--- config.mk ---
export PLATFORM = sky130hd
export DESIGN_NAME = rcf_queue
export DESIGN_NICKNAME = d
export VERILOG_FILES = /design/src/sv/rcf_pkg.sv /design/src/sv/rcf_queue.sv
export SDC_FILE = /design/constraint.sdc
export NUM_CORES = 1
export LEC_CHECK = 0
export CORE_ASPECT_RATIO = 1.2
export CORE_MARGIN = 1.5
export CORE_UTILIZATION = 65
export DETAILED_ROUTE_END_ITERATION = 6
export DONT_BUFFER_PORTS = 1
export PLACE_DENSITY_LB_ADDON = 0.15
export SETUP_SLACK_MARGIN = 0.02
export SYNTH_ARGS = -nofsm -noshare
export SYNTH_HDL_FRONTEND = slang
export SYNTH_SLANG_ARGS = --single-unit
--- constraint.sdc ---
create_clock -name aclk -period 4.55 [get_ports aclk]
set_clock_uncertainty 0.05 [all_clocks]
set_input_delay 0.91 -clock aclk [delete_from_list [all_inputs] [get_ports aclk]]
set_output_delay 0.91 -clock aclk [all_outputs]
set_load 0.01 [all_outputs]
--- src/sv/rcf_pkg.sv ---
// Shared types and constants for the RGB 3x3 convolution filter.
// No dependencies; every other file of the block refers to this package.
`default_nettype none

package rcf_pkg;

    localparam int CFG_W        = 12;
    localparam int CFG_IDX_W    = 3;
    localparam int CH_W         = 8;
    localparam int PIX_W        = 3 * CH_W;
    localparam int DEF_MAX_WIDTH  = 2048;
    localparam int DEF_MAX_HEIGHT = 2048;
    localparam int QUEUE_DEPTH  = 4;
    localparam int QPTR_W       = $clog2(QUEUE_DEPTH);
    localparam int QCNT_W       = $clog2(QUEUE_DEPTH + 1);
    localparam int SUM_W        = 13;
    // reciprocal of 9 in Q15, exact for sums up to 9 * 255
    localparam int RECIP9       = 3641;
    localparam int RECIP9_SH    = 15;

    typedef logic [PIX_W-1:0] rgb_t;

    typedef enum logic [1:0] {
        KM_SHARPEN = 2'd0,
        KM_BOX     = 2'd1,
        KM_GAUSS   = 2'd2,
        KM_EDGE    = 2'd3
    } kmode_t;

    typedef enum logic [CFG_IDX_W-1:0] {
        REG_IMAGE_WIDTH  = 3'd0,
        REG_IMAGE_HEIGHT = 3'd1,
        REG_SEL_LEFT     = 3'd2,
        REG_SEL_TOP      = 3'd3,
        REG_SEL_RIGHT    = 3'd4,
        REG_SEL_BOTTOM   = 3'd5,
        REG_KERNEL_MODE  = 3'd6,
        REG_UNUSED       = 3'd7
    } cfg_idx_t;

    typedef struct packed {
        logic [CFG_W-1:0] image_width;
        logic [CFG_W-1:0] image_height;
        logic [CFG_W-1:0] sel_left;
        logic [CFG_W-1:0] sel_top;
        logic [CFG_W-1:0] sel_right;
        logic [CFG_W-1:0] sel_bottom;
        kmode_t           kernel_mode;
    } cfg_t;

    typedef struct packed {
        logic [CH_W-1:0] red_in;
        logic [CH_W-1:0] green_in;
        logic [CH_W-1:0] blue_in;
        logic            drain;
    } in_item_t;

    typedef struct packed {
        logic [CH_W-1:0] red_out;
        logic [CH_W-1:0] green_out;
        logic [CH_W-1:0] blue_out;
        logic            frame_end;
    } out_item_t;

    // classified operation handed from the front to the back
    typedef struct packed {
        logic is_push;    // shift window with top/mid/bot column
        logic emit;       // produces a result
        logic filt;       // apply the kernel, else pass center or mid
        logic frame_end;
        rgb_t top;
        rgb_t mid;
        rgb_t bot;
    } q_item_t;

endpackage

`default_nettype wire

--- src/sv/rcf_queue.sv ---
// Short FIFO of classified operations between front and back.
// Depends on rcf_pkg.
`default_nettype none

module rcf_queue (
    input  wire logic                        aclk,
    input  wire logic                        aresetn,
    input  wire logic                        push,
    input  wire rcf_pkg::q_item_t            item_in,
    input  wire logic                        pop,
    output rcf_pkg::q_item_t                 item_out,
    output logic                             not_empty,
    output logic [rcf_pkg::QCNT_W-1:0]       count
);

    rcf_pkg::q_item_t             entry_reg [rcf_pkg::QUEUE_DEPTH];
    logic [rcf_pkg::QPTR_W-1:0]   wr_ptr_reg, wr_ptr_next, rd_ptr_reg, rd_ptr_next;
    logic [rcf_pkg::QCNT_W-1:0]   cnt_reg, cnt_next;

    assign count     = cnt_reg;
    assign not_empty = cnt_reg != '0;
    assign item_out  = entry_reg[rd_ptr_reg];

    // advance pointers and fill level
    always_comb begin
        wr_ptr_next = push ? wr_ptr_reg + rcf_pkg::QPTR_W'(1) : wr_ptr_reg;
        rd_ptr_next = pop  ? rd_ptr_reg + rcf_pkg::QPTR_W'(1) : rd_ptr_reg;
        cnt_next    = cnt_reg + rcf_pkg::QCNT_W'(push) - rcf_pkg::QCNT_W'(pop);
    end

    always_ff @(posedge aclk) begin
        if (push) begin
            entry_reg[wr_ptr_reg] <= item_in;
        end
    end

    always_ff @(posedge aclk) begin
        if (!aresetn) begin
            wr_ptr_reg <= '0;
            rd_ptr_reg <= '0;
            cnt_reg    <= '0;
        end else begin
            wr_ptr_reg <= wr_ptr_next;
            rd_ptr_reg <= rd_ptr_next;
            cnt_reg    <= cnt_next;
        end
    end

endmodule

`default_nettype wire

==> flow_metrics.py <==
metrics = {
    "layout": {
        "areaGrowthSynthToFinish_pct": 8.86,
        "fill_cell_total_of_the_finished_layout": 1000,
        "post-route-cell-area_mm2": 0.0125,
        "seq_area_mm2": 0.00932,
        "layout.nets": 540,
        "num_antenna_cells": 0,
        "largest_reg_flops": 304,
        "multi_input_area_mm2": 0.00195,
        "drive_gt1_share_pct": 26.9,
    },
    "synth": {
        "ys.flop_type": "sky130_fd_sc_hd__edfxtp_1",
        "library_cell_with_the_highest_instance_count_after_synthesis": "sky130_fd_sc_hd__edfxtp_1",
        "synth-edff-count": 304,
        "postSynthNetCount": 526,
        "yosysTopAreaCellShare_pct": 79.7,
        "synth.cell_area_mm2": 0.0114,
        "yosys.area.top_type": "sky130_fd_sc_hd__edfxtp_1",
        "ys_ff_latch": 313,
        "yosysWarningCount": 0,
        "synthArstFlopShare_pct": 0,
        "sequential_fraction_of_the_synthesis_area_pct": 81.3,
        "post_synth.cell_area_avg_um2": 26.1,
        "synthesis.instances": 439,
        "synth_top_cells_by_count": "sky130_fd_sc_hd__edfxtp_1 (304), sky130_fd_sc_hd__mux4_2 (76), sky130_fd_sc_hd__dfxtp_1 (9), sky130_fd_sc_hd__inv_1 (7)",
        "count_of_cell_types_in_the_netlist": 20,
        "ys_top_cells_by_area": "sky130_fd_sc_hd__edfxtp_1 (80%), sky130_fd_sc_hd__mux4_2 (15%), sky130_fd_sc_hd__dfxtp_1 (1.6%)",
    },
    "critical_path": {
        "worstSetupStartpointType": "flop",
        "critical_path_arrival_ns": 2.44,
        "crit-reg2reg-launch": "wr_ptr_reg[0]",
        "timing.critical_path.required_ns": 3.59,
        "timing.critical_path.to_type": "output pin",
        "timing_worst_setup_path_type": "reg2out",
        "critical_path_peak_fanout": 40,
        "rr_worst_depth": 2,
    },
    "clocking": {
        "post_cts.resized_instances": 0,
        "post_cts.repair.setup_buffers": 0,
        "path_clk_slew_ns": 0.07,
        "clock_latency_on_the_worst_skew_pair_ns": 0.51,
        "tritoncts_clock_tree": "done",
        "tritoncts_buffers": 27,
        "clock_tree.htree_level_count": 1,
        "ctsLongestPathBuffers": 3,
        "hold_buf_cts": 0,
        "clockRootBuffer": "sky130_fd_sc_hd__clkbuf_16",
        "cts.sinks": 313,
    },
    "detailed_routing": {
        "drt_iter0_markers": 235,
        "vias": 4383,
        "drt-pass1-iter-count": 4,
        "routed_wire_length_per_instance_um": 25.4,
        "routed_via_density": 6.33,
        "drt.antenna.violating_nets": 0,
        "drcViolationCount": 0,
        "wirelength_um": 17600,
    },
    "min_path": {
        "worstHoldPathType": "in2reg",
        "worstHoldStart": "item_in[62]",
        "worstHoldPathCells": 0,
    },
    "power": {
        "p_switching_uw": 1230,
        "power.combinational.fraction_pct": 6.6,
        "power.leakage_uw": 0.00386,
        "cell_internal_pwr_uw": 4760,
        "power_per_unit_of_standard_cell_area_mw_per_mm2": 481,
        "p_sw_share_pct": 20.5,
        "clkPwrFrac_pct": 36.7,
        "finalPower_uw": 5990,
        "vdd_ir_drop_max_mv": 0.388,
        "seq_power_share_pct": 56.7,
    },
    "timing": {
        "fin_setup_tns_ns": 0,
        "final_hold_violations": 0,
        "max_slew.worst_pin.slew_ns": 1.18,
        "rsz_0062_raised_after_global_routing": "false",
        "final.period_utilization_pct": 74.8,
        "fin_crit_ns": 3.40,
        "final-max-slew-violation-count": 0,
        "finalHoldWorstSlack_ns": 0.433,
        "max_slew_margin_pct": 21.1,
        "timing.fmax_mhz": 294,
        "setup_viol_count_final": 0,
    },
    "global_routing": {
        "number_of_antenna_violations_at_the_first_check_in_global_routing": 0,
        "grtUsageTotal_pct": 19.5,
        "grt_max_degree": 77,
        "first_global_vias": 4825,
        "grt_overflow": 0,
        "grt_first_pass_wirelength_um": 26500,
    },
    "die": {
        "design.portCount": 160,
        "die_area_mm2": 0.0184,
        "floorplan.initialDensity_pct": 65.9,
        "fp.dieW_um": 124,
        "placeableCoreArea_mm2": 0.0174,
        "core.rowCount": 53,
        "die_y_um": 148,
    },
    "placement": {
        "dpl_cell_area_mm2": 0.0116,
        "placement.io_buffers": 0,
        "routability_driven_placement_congestion_ratio": 0.731,
        "detailed_place_hpwl_um": 9870,
    },
    "outcome": {
        "run_status": "finished, final reports clean",
    },
    "job": {
        "max_cap_violations": 0,
    },
}
[kinds of logic (layout without fill, tap and decap cells)]
kind of cell             after synthesis  count (layout)  synth area share (%)
flip-flops                           313             313                  81.3
multiplexers                          77              77                  15.0
buffers and inverters                 24              57                  1.72
AND/OR/NAND/NOR                       13              13                 0.612
adder cells (fa/ha/maj)                7               7                 0.831
XOR/XNOR                               3               3                 0.361
AO/OA/AOI/OAI                          2               2                 0.131
[metrics by stage]
stage / worst slack (ns) / cells / utilization [%]
5_1_grt: 0.923 / 692 / 71.7
2_1_floorplan: 1.37 / 439 / -
4_1_cts: 1.03 / 692 / 71.7
3_3_place_gp: 1.61 / 644 / 66.8
3_5_place_dp: 1.61 / 644 / 66.8
6_report: 1.15 / 692 / 71.7
[final timing paths]
kind         slack (ns)          endpoint
min                0.43  entry_reg[0][62]
max                1.15       item_out[9]
min reg2reg        0.49              flop
max reg2reg        2.53  entry_reg[1][47]
[layout make-up]
class,instances,share of cell area (%)
Sequential cell,313,74.8
Timing Repair Buffer,2,0.221
Inverter,7,0.211
Clock buffer,30,5.51
Multi-Input combinational cell,102,15.7
Clock inverter,18,1.43
Tap cell,220,2.21
[cells in the final DEF (no fill, tap or decap)]
master	synthesis	routed
sky130_fd_sc_hd__and2_4	0	4
sky130_fd_sc_hd__nand3b_1	1	1
sky130_fd_sc_hd__clkbuf_16	0	27
sky130_fd_sc_hd__xnor2_1	2	2
sky130_fd_sc_hd__mux4_2	76	76
sky130_fd_sc_hd__inv_6	0	1
sky130_fd_sc_hd__inv_1	7	7
sky130_fd_sc_hd__or3_1	1	1
sky130_fd_sc_hd__and2_1	6	2
sky130_fd_sc_hd__nor2_1	5	5
sky130_fd_sc_hd__dfxtp_4	0	2
sky130_fd_sc_hd__buf_4	3	1
sky130_fd_sc_hd__clkinv_2	0	7
sky130_fd_sc_hd__mux2i_1	1	1
sky130_fd_sc_hd__xor3_1	1	1
sky130_fd_sc_hd__a21oi_1	1	1
sky130_fd_sc_hd__ha_1	6	6
sky130_fd_sc_hd__clkinvlp_4	0	2
sky130_fd_sc_hd__fa_1	1	1
sky130_fd_sc_hd__bufinv_16	0	3
sky130_fd_sc_hd__clkinv_4	0	2
sky130_fd_sc_hd__edfxtp_1	304	304
sky130_fd_sc_hd__a21bo_2	1	1
sky130_fd_sc_hd__clkinv_1	0	3
sky130_fd_sc_hd__buf_12	5	1
sky130_fd_sc_hd__clkbuf_1	0	3
sky130_fd_sc_hd__dfxtp_1	9	7
[critical path, cell delays in order, from the launching register on]
cell                      delay (ns)
sky130_fd_sc_hd__dfxtp_4        0.90
sky130_fd_sc_hd__buf_4          0.41
sky130_fd_sc_hd__mux4_2         0.60
[power groups by stage]
stage	clock network, uW	registers [uW]	logic [uW]
after floorplan	0	3410	383
after global placement	0	3450	401
after detailed placement	0	3460	406
after CTS	2240	3400	407
after global routing	2340	3410	428
final	2200	3400	396
[per-layer routing]
layer  share of wire, %  track usage [%]  up-vias
li1                   -                -     1888
met1                 36             24.6     2302
met2                 52             33.0      152
met3                8.8             5.64       41
met4                2.4             5.80        0
met5                  0                0        -
No activity file was read; power rests on OpenSTA's default activity.
