`config.mk`:
```
export PLATFORM = sky130hd
export DESIGN_NAME = rcf_back
export DESIGN_NICKNAME = d
export VERILOG_FILES = /design/src/sv/rcf_pkg.sv /design/src/sv/rcf_back.sv
export SDC_FILE = /design/constraint.sdc
export NUM_CORES = 2
export LEC_CHECK = 0
export ABC_AREA = 1
export BUFFER_PORTS_ARGS = -buffer_cell sky130_fd_sc_hd__buf_2
export CAP_MARGIN = 30
export CORE_MARGIN = 2
export CORE_UTILIZATION = 67
export CTS_CLUSTER_DIAMETER = 40
export DETAILED_ROUTE_END_ITERATION = 12
export GPL_TIMING_DRIVEN = 0
export HOLD_SLACK_MARGIN = 0.03
export PLACE_DENSITY = 0.88
export SYNTH_ARGS = -nofsm -noshare
export SYNTH_HDL_FRONTEND = slang
export SYNTH_SLANG_ARGS = --single-unit
```
`constraint.sdc`:
```
create_clock -name aclk -period 13.7 [get_ports aclk]
set_input_delay 0.685 -clock aclk [delete_from_list [all_inputs] [get_ports aclk]]
set_output_delay 0.685 -clock aclk [all_outputs]
set_load 0.005 [all_outputs]
```
`src/sv/rcf_pkg.sv`:
```
// Shared types and constants for the RGB 3x3 convolution filter.
// No dependencies; every other file of the block refers to this package.
`default_nettype none

package rcf_pkg;

    localparam int CFG_W        = 12;
    localparam int CFG_IDX_W    = 3;
    localparam int CH_W         = 8;
    localparam int PIX_W        = 3 * CH_W;
    localparam int DEF_MAX_WIDTH  = 2048;
    localparam int DEF_MAX_HEIGHT = 2048;
    localparam int QUEUE_DEPTH  = 4;
    localparam int QPTR_W       = $clog2(QUEUE_DEPTH);
    localparam int QCNT_W       = $clog2(QUEUE_DEPTH + 1);
    localparam int SUM_W        = 13;
    // reciprocal of 9 in Q15, exact for sums up to 9 * 255
    localparam int RECIP9       = 3641;
    localparam int RECIP9_SH    = 15;

    typedef logic [PIX_W-1:0] rgb_t;

    typedef enum logic [1:0] {
        KM_SHARPEN = 2'd0,
        KM_BOX     = 2'd1,
        KM_GAUSS   = 2'd2,
        KM_EDGE    = 2'd3
    } kmode_t;

    typedef enum logic [CFG_IDX_W-1:0] {
        REG_IMAGE_WIDTH  = 3'd0,
        REG_IMAGE_HEIGHT = 3'd1,
        REG_SEL_LEFT     = 3'd2,
        REG_SEL_TOP      = 3'd3,
        REG_SEL_RIGHT    = 3'd4,
        REG_SEL_BOTTOM   = 3'd5,
        REG_KERNEL_MODE  = 3'd6,
        REG_UNUSED       = 3'd7
    } cfg_idx_t;

    typedef struct packed {
        logic [CFG_W-1:0] image_width;
        logic [CFG_W-1:0] image_height;
        logic [CFG_W-1:0] sel_left;
        logic [CFG_W-1:0] sel_top;
        logic [CFG_W-1:0] sel_right;
        logic [CFG_W-1:0] sel_bottom;
        kmode_t           kernel_mode;
    } cfg_t;

    typedef struct packed {
        logic [CH_W-1:0] red_in;
        logic [CH_W-1:0] green_in;
        logic [CH_W-1:0] blue_in;
        logic            drain;
    } in_item_t;

    typedef struct packed {
        logic [CH_W-1:0] red_out;
        logic [CH_W-1:0] green_out;
        logic [CH_W-1:0] blue_out;
        logic            frame_end;
    } out_item_t;

    // classified operation handed from the front to the back
    typedef struct packed {
        logic is_push;    // shift window with top/mid/bot column
        logic emit;       // produces a result
        logic filt;       // apply the kernel, else pass center or mid
        logic frame_end;
        rgb_t top;
        rgb_t mid;
        rgb_t bot;
    } q_item_t;

endpackage

`default_nettype wire

```
`src/sv/rcf_back.sv`:
```
// Back end: 3x3 window, kernel sums, scaling, clamping and the output register.
// Depends on rcf_pkg; fed by rcf_queue.
`default_nettype none

module rcf_back (
    input  wire logic               aclk,
    input  wire logic               aresetn,
    input  wire rcf_pkg::kmode_t    kernel_mode,
    input  wire logic               q_valid,
    input  wire rcf_pkg::q_item_t   q_item,
    output logic                    q_pop,
    output logic                    m_valid,
    input  wire logic               m_ready,
    output rcf_pkg::out_item_t      m_data
);

    localparam int SUM_W = rcf_pkg::SUM_W;
    localparam int CH_W  = rcf_pkg::CH_W;
    localparam int PRD_W = 2 * (SUM_W - 1);

    rcf_pkg::rgb_t taps_reg [9];
    rcf_pkg::rgb_t taps_next [9];

    logic          w_valid_reg, w_filt_reg, w_fe_reg;
    rcf_pkg::rgb_t w_pass_reg;
    logic          s_valid_reg, s_filt_reg, s_fe_reg;
    rcf_pkg::rgb_t s_pass_reg;
    logic signed [SUM_W-1:0] s_sum_reg [3];
    logic          m_valid_reg;
    rcf_pkg::out_item_t m_data_reg;

    logic en_o, en_s, en_w;
    logic [SUM_W-1:0] cen_x [3], edg_x [3], cor_x [3];
    logic signed [SUM_W-1:0] sum_c [3];
    logic [PRD_W-1:0] prod [3];
    logic signed [SUM_W-1:0] scaled [3];
    logic [CH_W-1:0] res [3];
    rcf_pkg::rgb_t res_px;

    // pipeline enables
    assign en_o  = !m_valid_reg || m_ready;
    assign en_s  = !s_valid_reg || en_o;
    assign en_w  = !w_valid_reg || en_s;
    assign q_pop = q_valid && en_w;

    // shift window by one column on a push
    always_comb begin
        for (int i = 0; i < 9; i++) begin
            taps_next[i] = taps_reg[i];
        end
        if (q_pop && q_item.is_push) begin
            for (int r = 0; r < 3; r++) begin
                taps_next[r*3]   = taps_reg[r*3+1];
                taps_next[r*3+1] = taps_reg[r*3+2];
            end
            taps_next[2] = q_item.top;
            taps_next[5] = q_item.mid;
            taps_next[8] = q_item.bot;
        end
    end

    // kernel sums per channel
    always_comb begin
        for (int ch = 0; ch < 3; ch++) begin
            cen_x[ch] = SUM_W'(taps_reg[4][8*(2-ch) +: 8]);
            edg_x[ch] = SUM_W'(taps_reg[1][8*(2-ch) +: 8]) + SUM_W'(taps_reg[3][8*(2-ch) +: 8])
                      + SUM_W'(taps_reg[5][8*(2-ch) +: 8]) + SUM_W'(taps_reg[7][8*(2-ch) +: 8]);
            cor_x[ch] = SUM_W'(taps_reg[0][8*(2-ch) +: 8]) + SUM_W'(taps_reg[2][8*(2-ch) +: 8])
                      + SUM_W'(taps_reg[6][8*(2-ch) +: 8]) + SUM_W'(taps_reg[8][8*(2-ch) +: 8]);
            unique case (kernel_mode)
                rcf_pkg::KM_SHARPEN: begin
                    sum_c[ch] = $signed((cen_x[ch] << 2) + cen_x[ch] - edg_x[ch]);
                end
                rcf_pkg::KM_BOX: begin
                    sum_c[ch] = $signed(cen_x[ch] + edg_x[ch] + cor_x[ch]);
                end
                rcf_pkg::KM_GAUSS: begin
                    sum_c[ch] = $signed((cen_x[ch] << 2) + (edg_x[ch] << 1) + cor_x[ch]);
                end
                rcf_pkg::KM_EDGE: begin
                    sum_c[ch] = $signed((cen_x[ch] << 3) - edg_x[ch] - cor_x[ch]);
                end
                default: begin
                    sum_c[ch] = '0;
                end
            endcase
        end
    end

    // scale and clamp to 0..255
    always_comb begin
        for (int ch = 0; ch < 3; ch++) begin
            prod[ch] = PRD_W'(s_sum_reg[ch][SUM_W-2:0]) * PRD_W'(rcf_pkg::RECIP9);
            unique case (kernel_mode)
                rcf_pkg::KM_BOX:   scaled[ch] = $signed(SUM_W'(prod[ch] >> rcf_pkg::RECIP9_SH));
                rcf_pkg::KM_GAUSS: scaled[ch] = s_sum_reg[ch] >>> 4;
                default:           scaled[ch] = s_sum_reg[ch];
            endcase
            if (scaled[ch] < 0) begin
                res[ch] = '0;
            end else if (scaled[ch] > $signed(SUM_W'(255))) begin
                res[ch] = '1;
            end else begin
                res[ch] = CH_W'(scaled[ch]);
            end
        end
        res_px = s_filt_reg ? {res[0], res[1], res[2]} : s_pass_reg;
    end

    assign m_valid = m_valid_reg;
    assign m_data  = m_data_reg;

    // stage payloads
    always_ff @(posedge aclk) begin
        if (q_pop) begin
            w_filt_reg <= q_item.filt;
            w_fe_reg   <= q_item.frame_end;
            w_pass_reg <= q_item.is_push ? taps_reg[5] : q_item.mid;
        end
        if (en_s) begin
            s_filt_reg <= w_filt_reg;
            s_fe_reg   <= w_fe_reg;
            s_pass_reg <= w_pass_reg;
            for (int ch = 0; ch < 3; ch++) begin
                s_sum_reg[ch] <= sum_c[ch];
            end
        end
        if (en_o) begin
            m_data_reg.red_out   <= res_px[23:16];
            m_data_reg.green_out <= res_px[15:8];
            m_data_reg.blue_out  <= res_px[7:0];
            m_data_reg.frame_end <= s_fe_reg;
        end
    end

    // control state and window
    always_ff @(posedge aclk) begin
        if (!aresetn) begin
            w_valid_reg <= 1'b0;
            s_valid_reg <= 1'b0;
            m_valid_reg <= 1'b0;
            for (int i = 0; i < 9; i++) begin
                taps_reg[i] <= '0;
            end
        end else begin
            if (en_w) begin
                w_valid_reg <= q_pop && q_item.emit;
            end
            if (en_s) begin
                s_valid_reg <= w_valid_reg;
            end
            if (en_o) begin
                m_valid_reg <= s_valid_reg;
            end
            for (int i = 0; i < 9; i++) begin
                taps_reg[i] <= taps_next[i];
            end
        end
    end

endmodule

`default_nettype wire

```
==> impl_metrics.ini <==
[run_status]
status = completed

[critical_path]
max_stage_delay_ns = 0.51
crit_type = flip-flop to flip-flop
r2r_setup_slack_ns = 7.52
r2r_cells = 29
end_kind = flip-flop
critical_path.max_fanout = 5
reg2reg_from = taps_reg[5][19]
r2r-end = s_sum_reg[0][10]
arrival_ns = 6.49
start_kind = flip-flop
slowest_stage = fa_1
cp_data_required_time_ns = 14.01

[routing]
routed_via_density = 6.17
wire_per_inst_um = 21.0
drt_iter0_drc = 3195
routed_wirelength_um = 101000
firstDrtPassIters = 9
vias = 29700
postRouteAntennaNets = 0
remaining_drc_errors = 0

[yosys]
synth-compound-area-share = 0.136
syn_area_sq_mm = 0.0324
synthMuxAreaShare = 0
synth_edf_count = 116
syn_inst = 4016
yosysWarnings = 0
ys_types = 58
synth_xor_area_frac = 0.0286
synth_top_family_by_area = adder cells
syn_avg_cell_area_sq_um = 8.08
synth_fp_nets = 4790
synthArstFlopShare = 0
synth-simple-area-share = 0.186
ys_ff_latch = 335
synth_seq_area_share = 0.243
yosys_most_used_dff = dfxtp_1
synthAdderAreaFrac = 0.327

[cells_and_area]
seq_area_sq_mm = 0.00787
multi_input_area_sq_mm = 0.0220
drive_gt1_frac = 0.0662
fillCellCount = 3498
layout.nets = 4942
diodes = 0
syn_to_final_growth_pct = 8.31
largest_reg_flops = 216

[min_path]
min_to = w_filt_reg
hold_start = q_item[73]
min-delay-path-class = input pin to flip-flop
hold_depth = 1

[sta]
drv_slew = 0
max_clock_freq_mhz = 162
fin_crit_sh = 0.451
setup_tns_ns = 0
worst_clock_skew_ns = 0.0172
finalHoldViolations = 0
rsz0062_at_grt = false
finalSetupViolations = 0
period_needed_ns = 6.18
relSlewSlack = 0.321
worst_pin_slew_ns = 1.02

[floorplan]
coreArea_sq_mm = 0.0477
die_w_um = 224
rows = 80
design.portCount = 109
start_util = 0.679
die_area_sq_mm = 0.0502
die_height_um = 224

[cts]
cts-buffers-inserted = 40
ctsHoldBuffers = 0
clk_pin_slew_ns = 0.06
clk_path_buf_depth = 3
cts_tree = done
htreeDepth = 2
numClockSinks = 335
worstSkewPairLatency_ns = 0.57
cts_setup_buffers = 0
cts_root_buf = clkbuf_16
cts_resized = 0

[global_route]
grt_overflow_total = 0
grt_pass1_vias = 29200
antenna_found_initial = 1
grt_max_degree = 42
grt_pass1_wl_um = 155000
grt_usage = 0.402

[run]
drv_cap = 0

[placed_design]
place.gp.congestion = 1.02
io_buffers = 108
dp_hpwl_um = 81600
==> critical path: cells and delay by family, from the launching register on <==
| kind | cells | cell delay [ns] |
|---|---|---|
| flip-flops | 1 | 0.32 |
| AND/OR/NAND/NOR | 9 | 0.83 |
| adder cells (fa/ha/maj) | 5 | 2.10 |
| XOR/XNOR | 2 | 0.60 |
| buffers and inverters | 3 | 0.39 |
| AO/OA/AOI/OAI | 10 | 1.66 |
==> logic make-up (layout without fill, tap and decap cells) <==
family / Yosys count / count (layout)
simple gates: 1407 / 1407
compound gates: 811 / 811
fa+ha+maj: 692 / 692
buf+inv: 666 / 850
flops: 335 / 335
xor+xnor: 105 / 105
==> cells in the final DEF, fill, tap and decap left out, types with 32 or more instances in the layout <==
| cell type | Yosys | routed |
|---|---|---|
| buf_2 | 36 | 144 |
| dfxtp_1 | 219 | 219 |
| a21oi_1 | 488 | 488 |
| edfxtp_1 | 116 | 116 |
| nor3_1 | 34 | 34 |
| fa_1 | 261 | 261 |
| o21bai_1 | 36 | 36 |
| nand2_1 | 775 | 775 |
| clkbuf_1 | 72 | 77 |
| nand4_1 | 32 | 32 |
| nor2_1 | 199 | 199 |
| ha_1 | 431 | 431 |
| inv_1 | 533 | 532 |
| nand3_1 | 295 | 295 |
| xor2_1 | 80 | 80 |
| clkbuf_16 | 0 | 40 |
| o21ai_0 | 177 | 177 |
==> layer usage <==
metal / part of all wire / vias up / wire (um) / GRT usage
li1: - / 13700 / - / -
met1: 0.37 / 13700 / 37500 / 0.488
met2: 0.45 / 1827 / 45800 / 0.659
met3: 0.10 / 458 / 10300 / 0.0745
met4: 0.076 / 0 / 7690 / 0.262
met5: 0 / - / 0 / 0
==> layout make-up <==
| type | instances | area share |
|---|---|---|
| multi-input cells | 3015 | 0.626 |
| clock buffers | 51 | 0.0311 |
| inverters | 543 | 0.0580 |
| well taps | 615 | 0.0219 |
| flip-flops and latches | 335 | 0.224 |
| repair buffers | 110 | 0.0167 |
| clock inverters | 23 | 0.00695 |
| plain buffers | 123 | 0.0156 |
==> how the worst max path moves through the flow <==
| stage | start | end | slack, ns | cells after the start |
|---|---|---|---|---|
| 2_1_floorplan | taps_reg[7][1] | s_sum_reg[0][37] | 8.70 | 26 |
| 6_report | taps_reg[5][19] | s_sum_reg[0][10] | 7.52 | 29 |
| 3_5_place_dp | taps_reg[5][1] | s_sum_reg[0][37] | 7.81 | 26 |
| 5_1_grt | taps_reg[5][19] | s_sum_reg[0][10] | 7.20 | 29 |
| 3_3_place_gp | taps_reg[5][19] | s_sum_reg[0][10] | 7.90 | 29 |
| 4_1_cts | taps_reg[5][17] | s_sum_reg[0][10] | 7.76 | 28 |
==> cell usage after synthesis (36+ instances only) <==
| cell | count | share of area |
|---|---|---|
| xor2_1 | 80 | 0.022 |
| fa_1 | 261 | 0.16 |
| buf_2 | 36 | 0.0056 |
| o21bai_1 | 36 | 0.0083 |
| dfxtp_1 | 219 | 0.14 |
| o21ai_0 | 177 | 0.027 |
| nor2_1 | 199 | 0.023 |
| clkbuf_1 | 72 | 0.0083 |
| edfxtp_1 | 116 | 0.11 |
| nand3_1 | 295 | 0.046 |
| nand2_1 | 775 | 0.090 |
| inv_1 | 533 | 0.062 |
| a21oi_1 | 488 | 0.075 |
| ha_1 | 431 | 0.17 |
==> metrics by stage <==
stage | util | setup WS (ns) | area (sq um) | cells | hold WS [ns]
2_1_floorplan | - | 8.70 | 32400 | 4016 | 0.400
3_3_place_gp | 0.707 | 7.90 | 33700 | 4739 | 0.401
3_5_place_dp | 0.708 | 7.81 | 33800 | 4741 | 0.405
4_1_cts | 0.736 | 7.76 | 35100 | 4815 | 0.288
5_1_grt | 0.736 | 7.20 | 35100 | 4815 | 0.286
6_report | 0.736 | 7.52 | 35100 | 4815 | 0.300
Power is left out: the tool's default activity adds up to more than one toggle a clock period on the data nets, which glitch-free logic cannot reach.
